===== config.mk =====
export PLATFORM = sky130hd
export DESIGN_NAME = argb_to_hsv_converter
export DESIGN_NICKNAME = d
export VERILOG_FILES = /design/src/hw/rtl/ahc_pkg.sv /design/src/hw/rtl/ahc_divider.sv /design/src/hw/rtl/argb_to_hsv_converter.sv
export SDC_FILE = /design/constraint.sdc
export NUM_CORES = 1
export LEC_CHECK = 0
export ABC_AREA = 0
export BUFFER_PORTS_ARGS = -buffer_cell sky130_fd_sc_hd__buf_2
export CORE_MARGIN = 2
export CORE_UTILIZATION = 34
export CTS_CLUSTER_SIZE = 12
export DETAILED_ROUTE_END_ITERATION = 6
export SLEW_MARGIN = 10
export SYNTH_ARGS = -nofsm -noshare
export SYNTH_HDL_FRONTEND = slang
export SYNTH_SLANG_ARGS = --single-unit
export TNS_END_PERCENT = 5

===== constraint.sdc =====
create_clock -name clock -period 4.22 [get_ports clock]
set_input_delay 0.633 -clock clock [delete_from_list [all_inputs] [get_ports clock]]
set_output_delay 0.633 -clock clock [all_outputs]
set_load 0.01 [all_outputs]

===== src/hw/rtl/ahc_pkg.sv =====
// Shared types and constants of the ARGB to HSV converter.
`timescale 1ns / 1ps

package ahc_pkg;

   localparam int CH_W    = 8;   // one colour channel
   localparam int QUO_W   = 17;  // widest quotient (saturation before clamping)
   localparam int STEP_W  = 5;   // divider step counter
   localparam int HUE_W   = 15;
   localparam int SAT_W   = 16;

   localparam logic [STEP_W-1:0] SAT_STEPS = 5'd17;
   localparam logic [STEP_W-1:0] HUE_STEPS = 5'd12;

   localparam logic [HUE_W-1:0] HUE_FULL  = 15'd23040;  // 360 degrees
   localparam logic [HUE_W-1:0] HUE_GREEN = 15'd7680;   // 120 degrees
   localparam logic [HUE_W-1:0] HUE_BLUE  = 15'd15360;  // 240 degrees

   // Request to the shared divider: the dividend arrives pre-split into the
   // starting partial remainder and the bits still to be shifted in.
   typedef struct packed {
      logic              start;
      logic [CH_W-1:0]   divisor;
      logic [CH_W-1:0]   rem_init;
      logic [QUO_W-1:0]  quo_init;
      logic [STEP_W-1:0] steps;
   } div_req_type;

   typedef struct packed {
      logic             done;
      logic [QUO_W-1:0] quotient;
   } div_rsp_type;

endpackage


===== src/hw/rtl/ahc_divider.sv =====
// Radix-2 restoring divider, one quotient bit per cycle, shared by saturation and hue.
`timescale 1ns / 1ps

module ahc_divider (
   input  logic                 clock,
   input  logic                 reset,
   input  ahc_pkg::div_req_type div_req,
   output ahc_pkg::div_rsp_type div_rsp
);

   logic                           busy_ff, busy_in;
   logic                           done_ff, done_in;
   logic [ahc_pkg::STEP_W-1:0]     cnt_ff, cnt_in;
   logic [ahc_pkg::CH_W-1:0]       divisor_ff, divisor_in;
   logic [ahc_pkg::CH_W-1:0]       rem_ff, rem_in;
   logic [ahc_pkg::QUO_W-1:0]      quo_ff, quo_in;

   logic [ahc_pkg::CH_W:0]         trial;
   logic [ahc_pkg::CH_W:0]         diff;
   logic                           fits;

   // partial remainder always stays below the divisor, so nine bits carry the trial
   assign trial = {rem_ff, quo_ff[ahc_pkg::QUO_W-1]};
   assign diff  = trial - {1'b0, divisor_ff};
   assign fits  = trial >= {1'b0, divisor_ff};

   always_comb begin
      busy_in    = busy_ff;
      done_in    = 1'b0;
      cnt_in     = cnt_ff;
      divisor_in = divisor_ff;
      rem_in     = rem_ff;
      quo_in     = quo_ff;
      if (div_req.start) begin
         busy_in    = 1'b1;
         cnt_in     = div_req.steps;
         divisor_in = div_req.divisor;
         rem_in     = div_req.rem_init;
         quo_in     = div_req.quo_init;
      end else if (busy_ff) begin
         rem_in = fits ? diff[ahc_pkg::CH_W-1:0] : trial[ahc_pkg::CH_W-1:0];
         quo_in = {quo_ff[ahc_pkg::QUO_W-2:0], fits};
         cnt_in = cnt_ff - 1'b1;
         if (cnt_ff == 1) begin
            busy_in = 1'b0;
            done_in = 1'b1;
         end
      end
   end

   always_ff @(posedge clock) begin
      if (reset) begin
         busy_ff <= 1'b0;
         done_ff <= 1'b0;
         cnt_ff  <= '0;
      end else begin
         busy_ff <= busy_in;
         done_ff <= done_in;
         cnt_ff  <= cnt_in;
      end
      divisor_ff <= divisor_in;
      rem_ff     <= rem_in;
      quo_ff     <= quo_in;
   end

   assign div_rsp.done     = done_ff;
   assign div_rsp.quotient = quo_ff;

endmodule


===== src/hw/rtl/argb_to_hsv_converter.sv =====
// Top level of the ARGB to HSV converter: sequencer, sector logic and result register.
`timescale 1ns / 1ps

// ARGB to HSV converter.
//
// Input channel req_*: one packed ARGB pixel per word (alpha 31-24, red 23-16,
// green 15-8, blue 7-0). Result channel rsp_*: hue in 1/64 degree, saturation
// in Q16, value (largest channel), alpha passed through and a grey flag.
// A word moves on a rising edge with valid high and stall low.
//
// One pixel is worked at a time. After the input word is taken, state S_PREP
// finds max, min and the hue sector, then the shared serial divider forms the
// saturation quotient (17 steps) and, for a coloured pixel, the hue quotient
// (12 steps), one quotient bit per cycle. The result is then registered, and
// the next word is taken only once the result of the last one is registered.
//
// req_stall is high whenever a pixel is in work. A finished result waits in
// the output register while rsp_stall is high; the next pixel may already be
// taken and worked, and is held back at the end until the register frees.
// Reset (synchronous) empties the block and clears the held hue to red.

module argb_to_hsv_converter (
   input  logic        clock,
   input  logic        reset,
   input  logic        req_valid,
   output logic        req_stall,
   input  logic [31:0] req_pixel_argb,
   output logic        rsp_valid,
   input  logic        rsp_stall,
   output logic [14:0] rsp_hue,
   output logic [15:0] rsp_saturation,
   output logic [7:0]  rsp_value_level,
   output logic [7:0]  rsp_alpha_out,
   output logic        rsp_grey
);

   typedef enum logic [2:0] {
      S_IDLE,
      S_PREP,
      S_SAT_GO,
      S_SAT_WAIT,
      S_HUE_GO,
      S_HUE_WAIT,
      S_FINISH
   } state_type;

   typedef enum logic [1:0] {
      SEC_RED,
      SEC_GREEN,
      SEC_BLUE
   } sector_type;

   localparam int CW = ahc_pkg::CH_W;
   localparam int HW = ahc_pkg::HUE_W;

   state_type             state_ff, state_in;
   sector_type            sector_ff, sector_in;

   // pixel being worked
   logic [CW-1:0]         alpha_ff, alpha_in;
   logic [CW-1:0]         red_ff, red_in;
   logic [CW-1:0]         green_ff, green_in;
   logic [CW-1:0]         blue_ff, blue_in;
   logic [CW-1:0]         max_ff, max_in;
   logic [CW-1:0]         delta_ff, delta_in;
   logic [CW-1:0]         mag_ff, mag_in;
   logic                  neg_ff, neg_in;
   logic [ahc_pkg::SAT_W-1:0] sat_ff, sat_in;
   logic [HW-1:0]         hue_ff, hue_in;
   logic                  grey_ff, grey_in;
   logic [HW-1:0]         held_hue_ff, held_hue_in;

   // result register
   logic                  rsp_valid_ff, rsp_valid_in;
   logic [HW-1:0]         rsp_hue_ff, rsp_hue_in;
   logic [ahc_pkg::SAT_W-1:0] rsp_sat_ff, rsp_sat_in;
   logic [CW-1:0]         rsp_value_ff, rsp_value_in;
   logic [CW-1:0]         rsp_alpha_ff, rsp_alpha_in;
   logic                  rsp_grey_ff, rsp_grey_in;

   ahc_pkg::div_req_type  div_req;
   ahc_pkg::div_rsp_type  div_rsp;

   // combinational helpers
   logic [CW-1:0]         c_max, c_min;
   logic [CW:0]           c_num;
   logic [CW+3:0]         mag_x15;      // mag * 15; times 256 gives mag * 3840
   logic [11:0]           quo12;
   logic [HW-1:0]         quo15;

   ahc_divider u_divider (
      .clock   (clock),
      .reset   (reset),
      .div_req (div_req),
      .div_rsp (div_rsp)
   );

   // max, min and numerator of the hue fraction from the captured channels
   always_comb begin
      if (red_ff > green_ff) begin
         c_max = (red_ff > blue_ff) ? red_ff : blue_ff;
      end else begin
         c_max = (green_ff > blue_ff) ? green_ff : blue_ff;
      end
      if (red_ff < green_ff) begin
         c_min = (red_ff < blue_ff) ? red_ff : blue_ff;
      end else begin
         c_min = (green_ff < blue_ff) ? green_ff : blue_ff;
      end
      // red wins ties, then green
      if (c_max == red_ff) begin
         sector_in = SEC_RED;
         c_num     = {1'b0, green_ff} - {1'b0, blue_ff};
      end else if (c_max == green_ff) begin
         sector_in = SEC_GREEN;
         c_num     = {1'b0, blue_ff} - {1'b0, red_ff};
      end else begin
         sector_in = SEC_BLUE;
         c_num     = {1'b0, red_ff} - {1'b0, green_ff};
      end
   end

   assign mag_x15 = {mag_ff, 4'b0000} - {4'b0000, mag_ff};
   assign quo12   = div_rsp.quotient[11:0];
   assign quo15   = {3'b000, quo12};

   // feed the shared divider: saturation is (delta << 16) / max,
   // hue is (mag * 3840) / delta
   always_comb begin
      div_req.start = (state_ff == S_SAT_GO) || (state_ff == S_HUE_GO);
      if (state_ff == S_HUE_GO) begin
         div_req.divisor  = delta_ff;
         div_req.rem_init = mag_x15[CW+3:4];
         div_req.quo_init = {mag_x15[3:0], 13'd0};
         div_req.steps    = ahc_pkg::HUE_STEPS;
      end else begin
         div_req.divisor  = max_ff;
         div_req.rem_init = {1'b0, delta_ff[CW-1:1]};
         div_req.quo_init = {delta_ff[0], 16'd0};
         div_req.steps    = ahc_pkg::SAT_STEPS;
      end
   end

   always_comb begin
      state_in     = state_ff;
      alpha_in     = alpha_ff;
      red_in       = red_ff;
      green_in     = green_ff;
      blue_in      = blue_ff;
      max_in       = max_ff;
      delta_in     = delta_ff;
      mag_in       = mag_ff;
      neg_in       = neg_ff;
      sat_in       = sat_ff;
      hue_in       = hue_ff;
      grey_in      = grey_ff;
      held_hue_in  = held_hue_ff;
      rsp_hue_in   = rsp_hue_ff;
      rsp_sat_in   = rsp_sat_ff;
      rsp_value_in = rsp_value_ff;
      rsp_alpha_in = rsp_alpha_ff;
      rsp_grey_in  = rsp_grey_ff;

      // drop the result once the receiver takes it
      rsp_valid_in = rsp_valid_ff && rsp_stall;

      case (state_ff)
         S_IDLE: begin
            if (req_valid) begin
               alpha_in = req_pixel_argb[31:24];
               red_in   = req_pixel_argb[23:16];
               green_in = req_pixel_argb[15:8];
               blue_in  = req_pixel_argb[7:0];
               state_in = S_PREP;
            end
         end
         S_PREP: begin
            max_in   = c_max;
            delta_in = c_max - c_min;
            grey_in  = (c_max == c_min);
            neg_in   = c_num[CW];
            mag_in   = c_num[CW] ? (~c_num[CW-1:0] + 1'b1) : c_num[CW-1:0];
            state_in = S_SAT_GO;
         end
         S_SAT_GO: begin
            state_in = S_SAT_WAIT;
         end
         S_SAT_WAIT: begin
            if (div_rsp.done) begin
               // black gives zero; delta equal to max clamps to all ones
               if (max_ff == '0) begin
                  sat_in = '0;
               end else if (div_rsp.quotient[ahc_pkg::QUO_W-1]) begin
                  sat_in = '1;
               end else begin
                  sat_in = div_rsp.quotient[ahc_pkg::SAT_W-1:0];
               end
               state_in = grey_ff ? S_FINISH : S_HUE_GO;
            end
         end
         S_HUE_GO: begin
            state_in = S_HUE_WAIT;
         end
         S_HUE_WAIT: begin
            if (div_rsp.done) begin
               case (sector_ff)
                  SEC_RED: begin
                     // a negative red hue wraps round by a full turn
                     hue_in = (neg_ff && (quo12 != '0)) ? (ahc_pkg::HUE_FULL - quo15) : quo15;
                  end
                  SEC_GREEN: begin
                     hue_in = neg_ff ? (ahc_pkg::HUE_GREEN - quo15)
                                     : (ahc_pkg::HUE_GREEN + quo15);
                  end
                  SEC_BLUE: begin
                     hue_in = neg_ff ? (ahc_pkg::HUE_BLUE - quo15)
                                     : (ahc_pkg::HUE_BLUE + quo15);
                  end
                  default: begin
                     hue_in = quo15;
                  end
               endcase
               state_in = S_FINISH;
            end
         end
         S_FINISH: begin
            // hold until the result register is free
            if (!rsp_valid_ff || !rsp_stall) begin
               rsp_valid_in = 1'b1;
               rsp_sat_in   = sat_ff;
               rsp_value_in = max_ff;
               rsp_alpha_in = alpha_ff;
               rsp_grey_in  = grey_ff;
               if (grey_ff) begin
                  rsp_hue_in = held_hue_ff;
               end else begin
                  rsp_hue_in  = hue_ff;
                  held_hue_in = hue_ff;
               end
               state_in = S_IDLE;
            end
         end
         default: begin
            state_in = S_IDLE;
         end
      endcase
   end

   always_ff @(posedge clock) begin
      if (reset) begin
         state_ff     <= S_IDLE;
         rsp_valid_ff <= 1'b0;
         held_hue_ff  <= '0;
      end else begin
         state_ff     <= state_in;
         rsp_valid_ff <= rsp_valid_in;
         held_hue_ff  <= held_hue_in;
      end
      sector_ff    <= (state_ff == S_PREP) ? sector_in : sector_ff;
      alpha_ff     <= alpha_in;
      red_ff       <= red_in;
      green_ff     <= green_in;
      blue_ff      <= blue_in;
      max_ff       <= max_in;
      delta_ff     <= delta_in;
      mag_ff       <= mag_in;
      neg_ff       <= neg_in;
      sat_ff       <= sat_in;
      hue_ff       <= hue_in;
      grey_ff      <= grey_in;
      rsp_hue_ff   <= rsp_hue_in;
      rsp_sat_ff   <= rsp_sat_in;
      rsp_value_ff <= rsp_value_in;
      rsp_alpha_ff <= rsp_alpha_in;
      rsp_grey_ff  <= rsp_grey_in;
   end

   assign req_stall       = (state_ff != S_IDLE);
   assign rsp_valid       = rsp_valid_ff;
   assign rsp_hue         = rsp_hue_ff;
   assign rsp_saturation  = rsp_sat_ff;
   assign rsp_value_level = rsp_value_ff;
   assign rsp_alpha_out   = rsp_alpha_ff;
   assign rsp_grey        = rsp_grey_ff;

   // the divider only reports back while a pixel is being worked
   assert property (@(posedge clock) disable iff (reset)
      (state_ff == S_IDLE) |-> !div_rsp.done)
      else $error("divider finished with no pixel in work");

   // a taken word closes the input straight away
   assert property (@(posedge clock) disable iff (reset)
      (req_valid && !req_stall) |=> req_stall)
      else $error("input reopened straight after a word was taken");

   // a grey result never carries saturation
   assert property (@(posedge clock) disable iff (reset)
      (rsp_valid && rsp_grey) |-> (rsp_saturation == '0))
      else $error("grey result with non-zero saturation");

   // hue always lies below a full turn
   assert property (@(posedge clock) disable iff (reset)
      rsp_valid |-> (rsp_hue < ahc_pkg::HUE_FULL))
      else $error("hue out of range");

endmodule

==> results by group, run 1 <==
Run status
  • Status: finished, final reports clean

Synthesis
  • Primary FF master, synth: edfxtp_1
  • Number of enable flip-flop cells after synthesis: 172
  • Ys async rst share: 0%
  • Proportion of synthesized chip area in sequential cells: 52.9%
  • Syn Area/Cell: 11.4 sq um
  • Library cells used by synthesis: 77
  • Flops & latches, synth: 198
  • Syn. warnings: 0
  • Post-Syn Area: 0.0107 sq mm
  • Synthesized Nets: 1,041
  • Cells after synthesis: 941

Setup path
  • WP data arrival: 4.16 ns
  • CP max FO: 6
  • Crit path launch type: flip-flop
  • R2r worst-path depth: 18
  • CP startpoint: blue_ff[5]$_DFFE_PP_
  • Crit Path Class: reg -> reg
  • R2r startpoint: blue_ff[5]$_DFFE_PP_
  • Worst EP required: 4.40 ns
  • Crit. End Element: flip-flop

Timing
  • Unrepaired setup endpoints after global routing: no
  • Hold_ws: 0.356 ns
  • Max Freq: 252 MHz
  • Slew HR: 25.4%
  • Fin Setup TNS: 0 ns
  • Transition time of the tightest slew-check pin: 1.12 ns
  • Final-report max-slew violation count: 0
  • Clk_skew: 0.0149 ns
  • Setup WS post-layout: 0.246 ns
  • Final worst-path cycle share: 94.2%
  • Tmin final: 3.97 ns
  • Final setup fails: 0
  • Final Hold Fails: 0

Pwr
  • Power Density: 458 mW/mm^2
  • Power Total: 5.74 mW
  • Worst VDD drop: 0.332 mV
  • Pleak: 4.80 nW

Layout
  • Share of cells above drive strength 1: 19.9%
  • P&R area growth vs syn: 16.6%
  • Core Util, Final: 40.0%
  • Fillers: 2,950
  • Antenna Cells: 0
  • Layout net count: 1,154
  • Final instance area: 0.0125 sq mm
  • Layout Cells excl Fill: 1,469

Detailed routing
  • Drt drc: 0
  • Via count: 7,484
  • Drt total wl: 24,700 um
  • Mean routed wirelength per cell: 16.8 um
  • Antenna-violating nets left: 0
  • Pre-antenna DRT Iters: 5
  • Initial drt markers: 530
  • Drt via density: 5.09

Clock network
  • # hold bufs at CTS: 0
  • CTS buffer count: 17
  • TritonCTS clock tree: done
  • Worst-Skew Late Latency: 0.45 ns
  • Root Buffer: clkbuf_16
  • Clock Sinks: 198
  • CTS Buffer Depth: 2
  • Reg clk slew, reported paths: 0.08 ns
  • H-tree Lvls: 4

Floorplan
  • Initial core utilization: 34.3%
  • Core area: 0.0313 sq mm
  • Row count: 65
  • I/O pin count: 86
  • Die ar.: 0.0330 sq mm
  • Die H: 182 um
  • Horiz. Die Dim: 182 um

Place
  • Dpl cells: 1,432
  • Worst slack, placed: 0.144 ns
  • Routability Congestion: 0.963
  • Port Buffer Count: 85
  • Post-DP HPWL: 18,800 um
  • Placed Area: 0.0118 sq mm

GRT
  • First-pass GRT wire length: 39,000 um
  • Largest net degree at the start of global routing: 64
  • Global route overflow: 0
  • Vias in the first global route: 7,327
  • Initial antenna violation count: 0
  • GRT Overall Usage: 15.2%

Run
  • Number of max-cap violations: 0

Min path
  • WHS Path Cells: 1
  • Min-Delay Startpoint: req_pixel_argb[27]
  • Hold Crit Class: in -> reg
## repair_timing
item,4_1_cts,5_1_grt
endpoints found under the setup margin,0,2
gates resized for setup,0,6
setup buffers,0,5
## cell usage after synthesis (all sizes together), types with 8 or more instances
cell    number  area (sq um)
clkbuf      27           101
dfxtp       26           521
nand2       72           270
xnor2       51           447
nand4        8          50.1
a21o        13          97.6
inv         74           278
a21oi       53           277
nor3        21           110
o21bai       8          60.1
xor2        28           245
o21a        12          90.1
o21ai       39           195
a22oi       14           105
nor2        70           263
nand3       14          75.1
mux2i       23           234
ha          59           738
mux2        19           214
nand2b       8          50.1
a31oi        9          56.3
edfxtp     172          5160
## layout by cell type (no fill, tap or decap), types with 37 or more instances in the layout
cell type | netlist | routed
nor2_1 | 70 | 69
buf_4 | 0 | 39
o21ai_0 | 38 | 37
ha_1 | 59 | 58
edfxtp_1 | 172 | 172
buf_2 | 1 | 85
inv_1 | 73 | 73
xnor2_1 | 51 | 51
a21oi_1 | 50 | 48
nand2_1 | 72 | 71
## sequential cells by signal, indices dropped and copies added, names as in the netlist, 15 cells and up
signal / cells
sat_ff: 16
u_divider.quo_ff: 17
rsp_hue: 15
rsp_saturation: 16
hue_ff: 15
held_hue_ff: 15
## routing by layer
layer,routed length [um],global-route usage (%),up-vias
met5,0,0,-
met4,842,6.99,0
met3,971,2.85,46
met2,11800,25.3,205
met1,11100,19.2,3558
li1,-,-,3675
## layout make-up
class                   instances  area, sq um  share of cell area [%]
repair buffers                124          718                    5.73
well taps                     402          503                    4.02
clock inverters                15          204                    1.63
clock buffers                  17          425                    3.40
inverters                      76          285                    2.28
multi-input cells             637         4700                    37.5
flip-flops and latches        198         5690                    45.4
## path summary, 6_finish.rpt
path                           endpoint  slack, ns
min reg2reg  rsp_alpha_out[5]$_DFFE_PP_       0.41
max               delta_ff[7]$_DFFE_PN_       0.25
min               alpha_ff[3]$_DFFE_PP_       0.36
max reg2reg       delta_ff[7]$_DFFE_PN_       0.25
## cell families after synthesis
logic type	synth area share, %
mux	4.38
compound gates	13.9
xor+xnor	6.44
simple gates	10.8
buf+inv	3.78
fa+ha+maj	7.80
flops	52.9
## critical path, cell delays in order (launching register included)
cell      delay [ns]
edfxtp_1        0.52
inv_1           0.08
ha_1            0.38
nand3_1         0.13
a211o_1         0.28
a21oi_2         0.26
a21boi_4        0.32
nor2_1          0.09
nand2_1         0.07
o221ai_1        0.17
ha_1            0.40
inv_1           0.06
o21ai_0         0.31
a21oi_1         0.12
nor2_1          0.13
o21ai_0         0.09
nand2b_1        0.09
a21oi_2         0.06
xnor2_1         0.13
## power breakdown
part	internal, mW	leakage, nW	switching (mW)	total (mW)
sequential	2.35	1.80	0.139	2.49
combinational	0.656	2.70	0.865	1.52
clock	0.912	0.308	0.817	1.73
total	3.92	4.80	1.82	5.74
Power figures use the tool's default switching activity.
==> run 2, diff against run 1 <==
- ABC_AREA: 0 -> 1
- BUFFER_PORTS_ARGS: -buffer_cell sky130_fd_sc_hd__buf_2 -> default
- DONT_BUFFER_PORTS: default -> 1
- clock period: 4.22 -> 4.9 ns (I/O delays scaled with it)
==> run 2 against run 1 <==
Via count increased by 13%. Critical path type unchanged. Synthesized cell count is 33% higher. Register-to-register slack improved by 0.29 ns.
==> results by group, run 2 <==
Run status
  • Status: finished, final reports clean (unchanged)

Setup path
  • Crit path launch type: flip-flop (unchanged)
  • Worst reg2reg endpoint: mag_ff[4]$_DFFE_PN_ (was delta_ff[7]$_DFFE_PN_)
  • Reg2reg setup slack: 0.54 ns (was 0.25 ns)
  • WP data arrival: 4.57 ns (was 4.16 ns)
  • Crit Path Class: reg -> reg (unchanged)
  • R2r startpoint: green_ff[1]$_DFFE_PP_ (was blue_ff[5]$_DFFE_PP_)
  • R2r worst-path depth: 25 (was 18)
  • Crit. End Element: flip-flop (unchanged)
  • CP max FO: 13 (was 6)
  • Worst EP required: 5.10 ns (was 4.40 ns)

Synthesis
  • Synthesized Nets: 1,348 (was 1,041)
  • Number of enable flip-flop cells after synthesis: 172 (unchanged)
  • Syn. warnings: 0 (unchanged)
  • Cells after synthesis: 1,248 (was 941)
  • Library cells used by synthesis: 52 (was 77)
  • Primary FF master, synth: edfxtp_1 (unchanged)
  • Flops & latches, synth: 198 (unchanged)
  • Ys async rst share: 0% (unchanged)
  • Proportion of synthesized chip area in sequential cells: 50.4% (was 52.9%)
  • Syn Area/Cell: 9.04 sq um (was 11.4 sq um)
  • Area contributors post-synth: edfxtp_1, nand2_1, ha_1, inv_1, dfxtp_1 (was edfxtp_1, ha_1, dfxtp_1, xnor2_1, inv_1)
  • Area share of the largest cell type after synthesis: 45.8% (was 48.1%)
  • Top cells by count, synth: nand2_1, inv_1, edfxtp_1, nor2_1 (was edfxtp_1, inv_1, nand2_1, nor2_1, ha_1)
  • Most common cell in the netlist: nand2_1 (was edfxtp_1)
  • Post-Syn Area: 0.0113 sq mm (was 0.0107 sq mm)
  • Yosys top cell by area: edfxtp_1 (unchanged)

Run
  • Number of max-cap violations: 0 (unchanged)

Place
  • Post-DP HPWL: 21,400 um (was 18,800 um)
  • Worst slack, placed: 0.588 ns (was 0.144 ns)
  • Routability Congestion: 0.961 (was 0.963)
  • Port Buffer Count: 0 (was 85)

Layout
  • Most frequent cells in the layout: nand2_1, inv_1, edfxtp_1 (was edfxtp_1, buf_2, inv_1)
  • P&R area growth vs syn: 9.81% (was 16.6%)
  • Fillers: 3,284 (was 2,950)
  • Layout net count: 1,347 (was 1,154)
  • Number of flip-flops under the largest register name: 17 (unchanged)
  • Most common cell after layout, fill and taps aside: nand2_1 (was edfxtp_1)
  • Share of cells above drive strength 1: 7.94% (was 19.9%)
  • Antenna Cells: 0 (unchanged)
  • Largest register by flop count: u_divider.quo_ff (unchanged)

Clock network
  • Clock Sinks: 198 (unchanged)
  • TritonCTS clock tree: done (unchanged)
  • Root Buffer: clkbuf_16 (unchanged)
  • # hold bufs at CTS: 0 (unchanged)
  • H-tree Lvls: 4 (unchanged)
  • Worst-Skew Late Latency: 0.44 ns (was 0.45 ns)
  • CTS buffer count: 17 (unchanged)
  • Postcts setup bufs: 0 (unchanged)
  • Reg clk slew, reported paths: 0.08 ns (about the same)
  • Resized cells post-CTS: 0 (unchanged)
  • CTS Buffer Depth: 2 (unchanged)

Floorplan
  • Core area: 0.0326 sq mm (was 0.0313 sq mm)
  • Initial core utilization: 34.6% (was 34.3%)
  • Row count: 66 (was 65)
  • Horiz. Die Dim: 186 um (was 182 um)
  • I/O pin count: 86 (unchanged)
  • Die ar.: 0.0346 sq mm (was 0.0330 sq mm)
  • Die H: 186 um (was 182 um)

Timing
  • Unrepaired setup endpoints after global routing: no (unchanged)
  • Fin Setup TNS: 0 ns (unchanged)
  • Clk_skew: 0.0165 ns (was 0.0149 ns)
  • Tmin final: 4.36 ns (was 3.97 ns)
  • Transition time of the tightest slew-check pin: 1.10 ns (was 1.12 ns)
  • Final Hold Fails: 0 (unchanged)
  • Slew HR: 26.6% (was 25.4%)
  • Final-report max-slew violation count: 0 (unchanged)
  • Final worst-path cycle share: 89.1% (was 94.2%)
  • Final setup fails: 0 (unchanged)
  • Max Freq: 229 MHz (was 252 MHz)
  • Setup WS post-layout: 0.536 ns (was 0.246 ns)

GRT
  • Largest net degree at the start of global routing: 50 (was 64)
  • Global route overflow: 0 (unchanged)
  • GRT Overall Usage: 16.8% (was 15.2%)
  • Vias in the first global route: 8,287 (was 7,327)
  • Initial antenna violation count: 0 (unchanged)
  • First-pass GRT wire length: 44,600 um (was 39,000 um)

Min path
  • Hold EP: rsp_valid$_SDFF_PP0_ (was alpha_ff[3]$_DFFE_PP_)
  • WHS Path Cells: 1 (unchanged)
  • Hold Crit Class: in -> reg (unchanged)
  • Min-Delay Startpoint: reset (was req_pixel_argb[27])

Pwr
  • Power Total: 8.40 mW (was 5.74 mW)
  • Pleak: 5.13 nW (was 4.80 nW)
  • Worst VDD drop: 0.335 mV (was 0.332 mV)
  • Power Density: 678 mW/mm^2 (was 458 mW/mm^2)

Detailed routing
  • Drt via density: 4.99 (was 5.09)
  • Mean routed wirelength per cell: 16.3 um (was 16.8 um)
  • Antenna-violating nets left: 0 (unchanged)
  • Initial drt markers: 611 (was 530)
  • Drt total wl: 27,700 um (was 24,700 um)
  • Via count: 8,493 (was 7,484)
  • Pre-antenna DRT Iters: 6 (was 5)
  • Drt drc: 0 (unchanged)
## run 2: layout make-up
| class | instances | area, sq um | area share, % |
|---|---|---|---|
| repair buffers | 10 | 75.1 | 0.606 |
| clock inverters | 14 | 146 | 1.18 |
| multi-input cells | 835 | 4780 | 38.6 |
| flip-flops and latches | 198 | 5690 | 45.9 |
| inverters | 185 | 694 | 5.61 |
| clock buffers | 18 | 450 | 3.64 |
| well taps | 442 | 553 | 4.47 |
## run 2: worst max path at each step
stage / endpoint / start / cells past startpoint / slack, ns
after global routing: mag_ff[4]$_DFFE_PN_ / green_ff[1]$_DFFE_PP_ / 25 / 0.06
after CTS: mag_ff[4]$_DFFE_PN_ / green_ff[1]$_DFFE_PP_ / 25 / 0.59
final: mag_ff[4]$_DFFE_PN_ / green_ff[1]$_DFFE_PP_ / 25 / 0.54
after global placement: mag_ff[4]$_DFFE_PN_ / blue_ff[1]$_DFFE_PP_ / 24 / 0.68
after detailed placement: mag_ff[4]$_DFFE_PN_ / green_ff[3]$_DFFE_PP_ / 25 / 0.59
after floorplan: held_hue_ff[10]$_SDFFE_PP0P_ / rsp_stall / 7 / 1.19
## run 2: per-layer routing
layer / vias to the layer above / track usage [%] / part of all wire [%] / wire, um
li1: 4237 / - / - / -
met1: 3986 / 21.3 / 45 / 12400
met2: 231 / 28.9 / 48 / 13400
met3: 39 / 2.94 / 4.6 / 1260
met4: 0 / 5.39 / 2.4 / 652
met5: - / 0 / 0 / 0
## run 2: where the power goes
| group | switching [mW] | internal [mW] | leakage [nW] |
|---|---|---|---|
| clock | 0.699 | 0.713 | 0.295 |
| sequential | 0.327 | 2.57 | 1.80 |
| combinational | 2.74 | 1.36 | 3.04 |
## run 2: through the flow
stage / hold WS, ns / instances / util, % / instance area, sq um
floorplan: 0.400 / 1248 / - / 11300
global placement: 0.401 / 1670 / 36.1 / 11800
detailed placement: 0.405 / 1670 / 36.1 / 11800
CTS: 0.337 / 1702 / 38.0 / 12400
global route: 0.329 / 1702 / 38.0 / 12400
finish: 0.354 / 1702 / 38.0 / 12400
## run 2: cells by family (layout without fill, tap and decap cells)
family	after synthesis	in the layout	share of synthesized area (%)
AOI/OAI and AO/OA	240	240	12.1
DFF	198	198	50.4
and+or+nand+nor	491	491	19.5
xor gates and xnor gates	40	40	3.11
buffers and inverters	215	227	7.44
adders and majority gates	64	64	7.43
## run 2: critical path, cell delays in order, from the launching register on
cell and delay, ns:
edfxtp_1 0.50, inv_1 0.16, ha_1 0.34, nand2_1 0.06, nor2_1 0.10, nand2_1 0.07, nand3_2 0.09, nand2_1 0.10
nand2_4 0.12, nand2_2 0.24, inv_2 0.29, nand2_1 0.16, nand2_1 0.18, nand2_1 0.07, nand2_1 0.06, nand2_1 0.06
nor2_2 0.18, nand2_2 0.20, nand2_1 0.17, o21ai_0 0.10, nor2_1 0.20, ha_1 0.20, nand3_1 0.09, o21ai_2 0.17
xor2_1 0.16, inv_1 0.05
==> run 3, diff against run 2 <==
- PLACE_DENSITY: default -> 0.49
==> run 3 against run 2 <==
Die area is the same. Worst setup slack lost 0.18 ns. Sequential power hardly changed. Largest power group unchanged. Wire length increased by 6.7%. Maximum frequency is 3.9% lower. Core utilization up 0.17 points. Count of clock-buffer cells in the layout rose by 1.
==> results by group, run 3 (same netlist as run 2, synthesis figures left out) <==
Run status
  • Status: finished, final reports clean (unchanged)

Detailed routing
  • Initial drt markers: 571 (was 611)
  • M1 wire length: 13,300 um (was 12,400 um)
  • Drt total wl: 29,500 um (was 27,700 um)
  • Top Metal Used: met4 (unchanged)
  • Mean routed wirelength per cell: 17.3 um (was 16.3 um)
  • WL met3: 1260 um (about the same)
  • Pre-antenna DRT Iters: 5 (was 6)
  • Antenna-violating nets left: 0 (unchanged)
  • Drt via density: 5.04 (was 4.99)
  • Drt drc: 0 (unchanged)
  • Met2 WL: 14,300 um (was 13,400 um)
  • Via count: 8,578 (was 8,493)

Timing
  • Final Hold Fails: 0 (unchanged)
  • Final-report max-slew violation count: 0 (unchanged)
  • Slew HR: 25.9% (was 26.6%)
  • Transition time of the tightest slew-check pin: 1.11 ns (was 1.10 ns)
  • Max Freq: 220 MHz (was 229 MHz)
  • Hold_ws: 0.341 ns (was 0.354 ns)
  • Clk_skew: 0.0169 ns (was 0.0165 ns)
  • Setup WS post-layout: 0.360 ns (was 0.536 ns)
  • Final worst-path cycle share: 92.7% (was 89.1%)
  • Tmin final: 4.54 ns (was 4.36 ns)
  • Final setup fails: 0 (unchanged)

Floorplan
  • Horiz. Die Dim: 186 um (unchanged)
  • Initial core utilization: 34.6% (unchanged)
  • Die H: 186 um (unchanged)
  • Die ar.: 0.0346 sq mm (unchanged)
  • Core area: 0.0326 sq mm (unchanged)
  • Row count: 66 (unchanged)
  • I/O pin count: 86 (unchanged)

Pwr
  • Pleak: 5.15 nW (was 5.13 nW)
  • Power Total: 8.53 mW (was 8.40 mW)
  • Worst VDD drop: 0.301 mV (was 0.335 mV)
  • Power Density: 686 mW/mm^2 (was 678 mW/mm^2)

Min path
  • Hold Crit Class: in -> reg (unchanged)

Place
  • Post-DP HPWL: 22,600 um (was 21,400 um)
  • Port Buffer Count: 0 (unchanged)
  • Routability Congestion: 0.891 (was 0.961)
  • Worst slack, placed: 0.215 ns (was 0.588 ns)

Clock network
  • CTS Buffer Depth: 2 (unchanged)
  • # hold bufs at CTS: 0 (unchanged)
  • Reg clk slew, reported paths: 0.09 ns (was 0.08 ns)
  • TritonCTS clock tree: done (unchanged)
  • Resized cells post-CTS: 0 (unchanged)
  • Worst-Skew Late Latency: 0.45 ns (was 0.44 ns)
  • H-tree Lvls: 4 (unchanged)
  • Postcts setup bufs: 0 (unchanged)
  • Clock Sinks: 198 (unchanged)
  • CTS buffer count: 17 (unchanged)
  • Root Buffer: clkbuf_16 (unchanged)

Setup path
  • Worst EP required: 5.10 ns (about the same)
  • Crit. End Element: flip-flop (unchanged)
  • Crit Path Class: reg -> reg (unchanged)
  • WP data arrival: 4.74 ns (was 4.57 ns)
  • Crit path launch type: flip-flop (unchanged)
  • CP max FO: 13 (unchanged)

Layout
  • Most frequent cells in the layout: nand2_1, inv_1, edfxtp_1 (unchanged)
  • P&R area growth vs syn: 10.3% (was 9.81%)
  • Layout net count: 1,347 (unchanged)
  • Share of cells above drive strength 1: 7.94% (unchanged)
  • Number of flip-flops under the largest register name: 17 (unchanged)
  • Fillers: 3,288 (was 3,284)
  • Largest register by flop count: u_divider.quo_ff (unchanged)
  • Most common cell after layout, fill and taps aside: nand2_1 (unchanged)

Run
  • Number of max-cap violations: 0 (unchanged)

GRT
  • Vias in the first global route: 8,329 (was 8,287)
  • Initial antenna violation count: 1 (was 0)
  • GRT Overall Usage: 17.8% (was 16.8%)
  • First-pass GRT wire length: 46,400 um (was 44,600 um)
  • Global route overflow: 0 (unchanged)
  • Largest net degree at the start of global routing: 50 (unchanged)
run 3: cell count changes in the layout (fill, tap and decap cells not counted), sizes merged:
| cell | before | now |
|---|---|---|
| clkbuf | 18 | 19 |
| bufinv | 0 | 1 |
| inv | 193 | 191 |
| diode | 0 | 1 |
run 3: path summary, 6_finish.rpt:
path         cells past startpoint  slack (ns)             startpoint                          to
max                             25        0.36  green_ff[3]$_DFFE_PP_         mag_ff[4]$_DFFE_PN_
min                              1        0.34                  reset        rsp_valid$_SDFF_PP0_
max reg2reg                     25        0.36  green_ff[3]$_DFFE_PP_         mag_ff[4]$_DFFE_PN_
min reg2reg                      0        0.42  alpha_ff[5]$_DFFE_PP_  rsp_alpha_out[5]$_DFFE_PP_
run 3: layout make-up:
class                   instances  area [sq um]  share of cell area, %
diodes                          1          2.50                 0.0201
clock buffers                  19           454                   3.65
flip-flops and latches        198          5690                   45.7
repair buffers                 10          75.1                  0.604
inverters                     185           697                   5.60
multi-input cells             835          4800                   38.6
well taps                     442           553                   4.45
clock inverters                13           173                   1.39
run 3: through the flow:
stage               std cells  setup TNS, ns  utilization, %  cell area (sq um)
global route             1702       -0.00276            38.1              12400
finish                   1703              0            38.1              12400
floorplan                1248              0               -              11300
global placement         1670              0            36.1              11800
CTS                      1702              0            38.1              12400
detailed placement       1670              0            36.1              11800
run 3: layer usage:
| metal | track usage [%] | vias up |
|---|---|---|
| met5 | 0 | - |
| met4 | 5.73 | 0 |
| met3 | 3.29 | 34 |
| met2 | 30.4 | 218 |
| met1 | 22.7 | 4085 |
| li1 | - | 4241 |
run 3: report_power, final:
group          internal, mW  total, mW  switching, mW
sequential             2.57       2.89          0.326
combinational          1.37       4.16           2.79
clock                 0.770       1.48          0.713
run 3: worst max-delay path: stages (launching register included):
cell and delay, ns:
edfxtp_1 0.49, inv_1 0.15, ha_1 0.40, nand2_1 0.09, nor2_1 0.09, nand2_1 0.06
nand3_2 0.09, nand2_1 0.09, nand2_4 0.14, nand2_2 0.26, inv_4 0.24, nand2_1 0.14
nand2_1 0.23, nand2_1 0.08, nand2_1 0.06, nand2_1 0.06, nor2_2 0.19, nand2_4 0.16
nand2_1 0.16, o21ai_0 0.16, nor2_1 0.24, ha_1 0.22, nand3_1 0.11, o21ai_2 0.18
xor2_1 0.16, inv_1 0.04
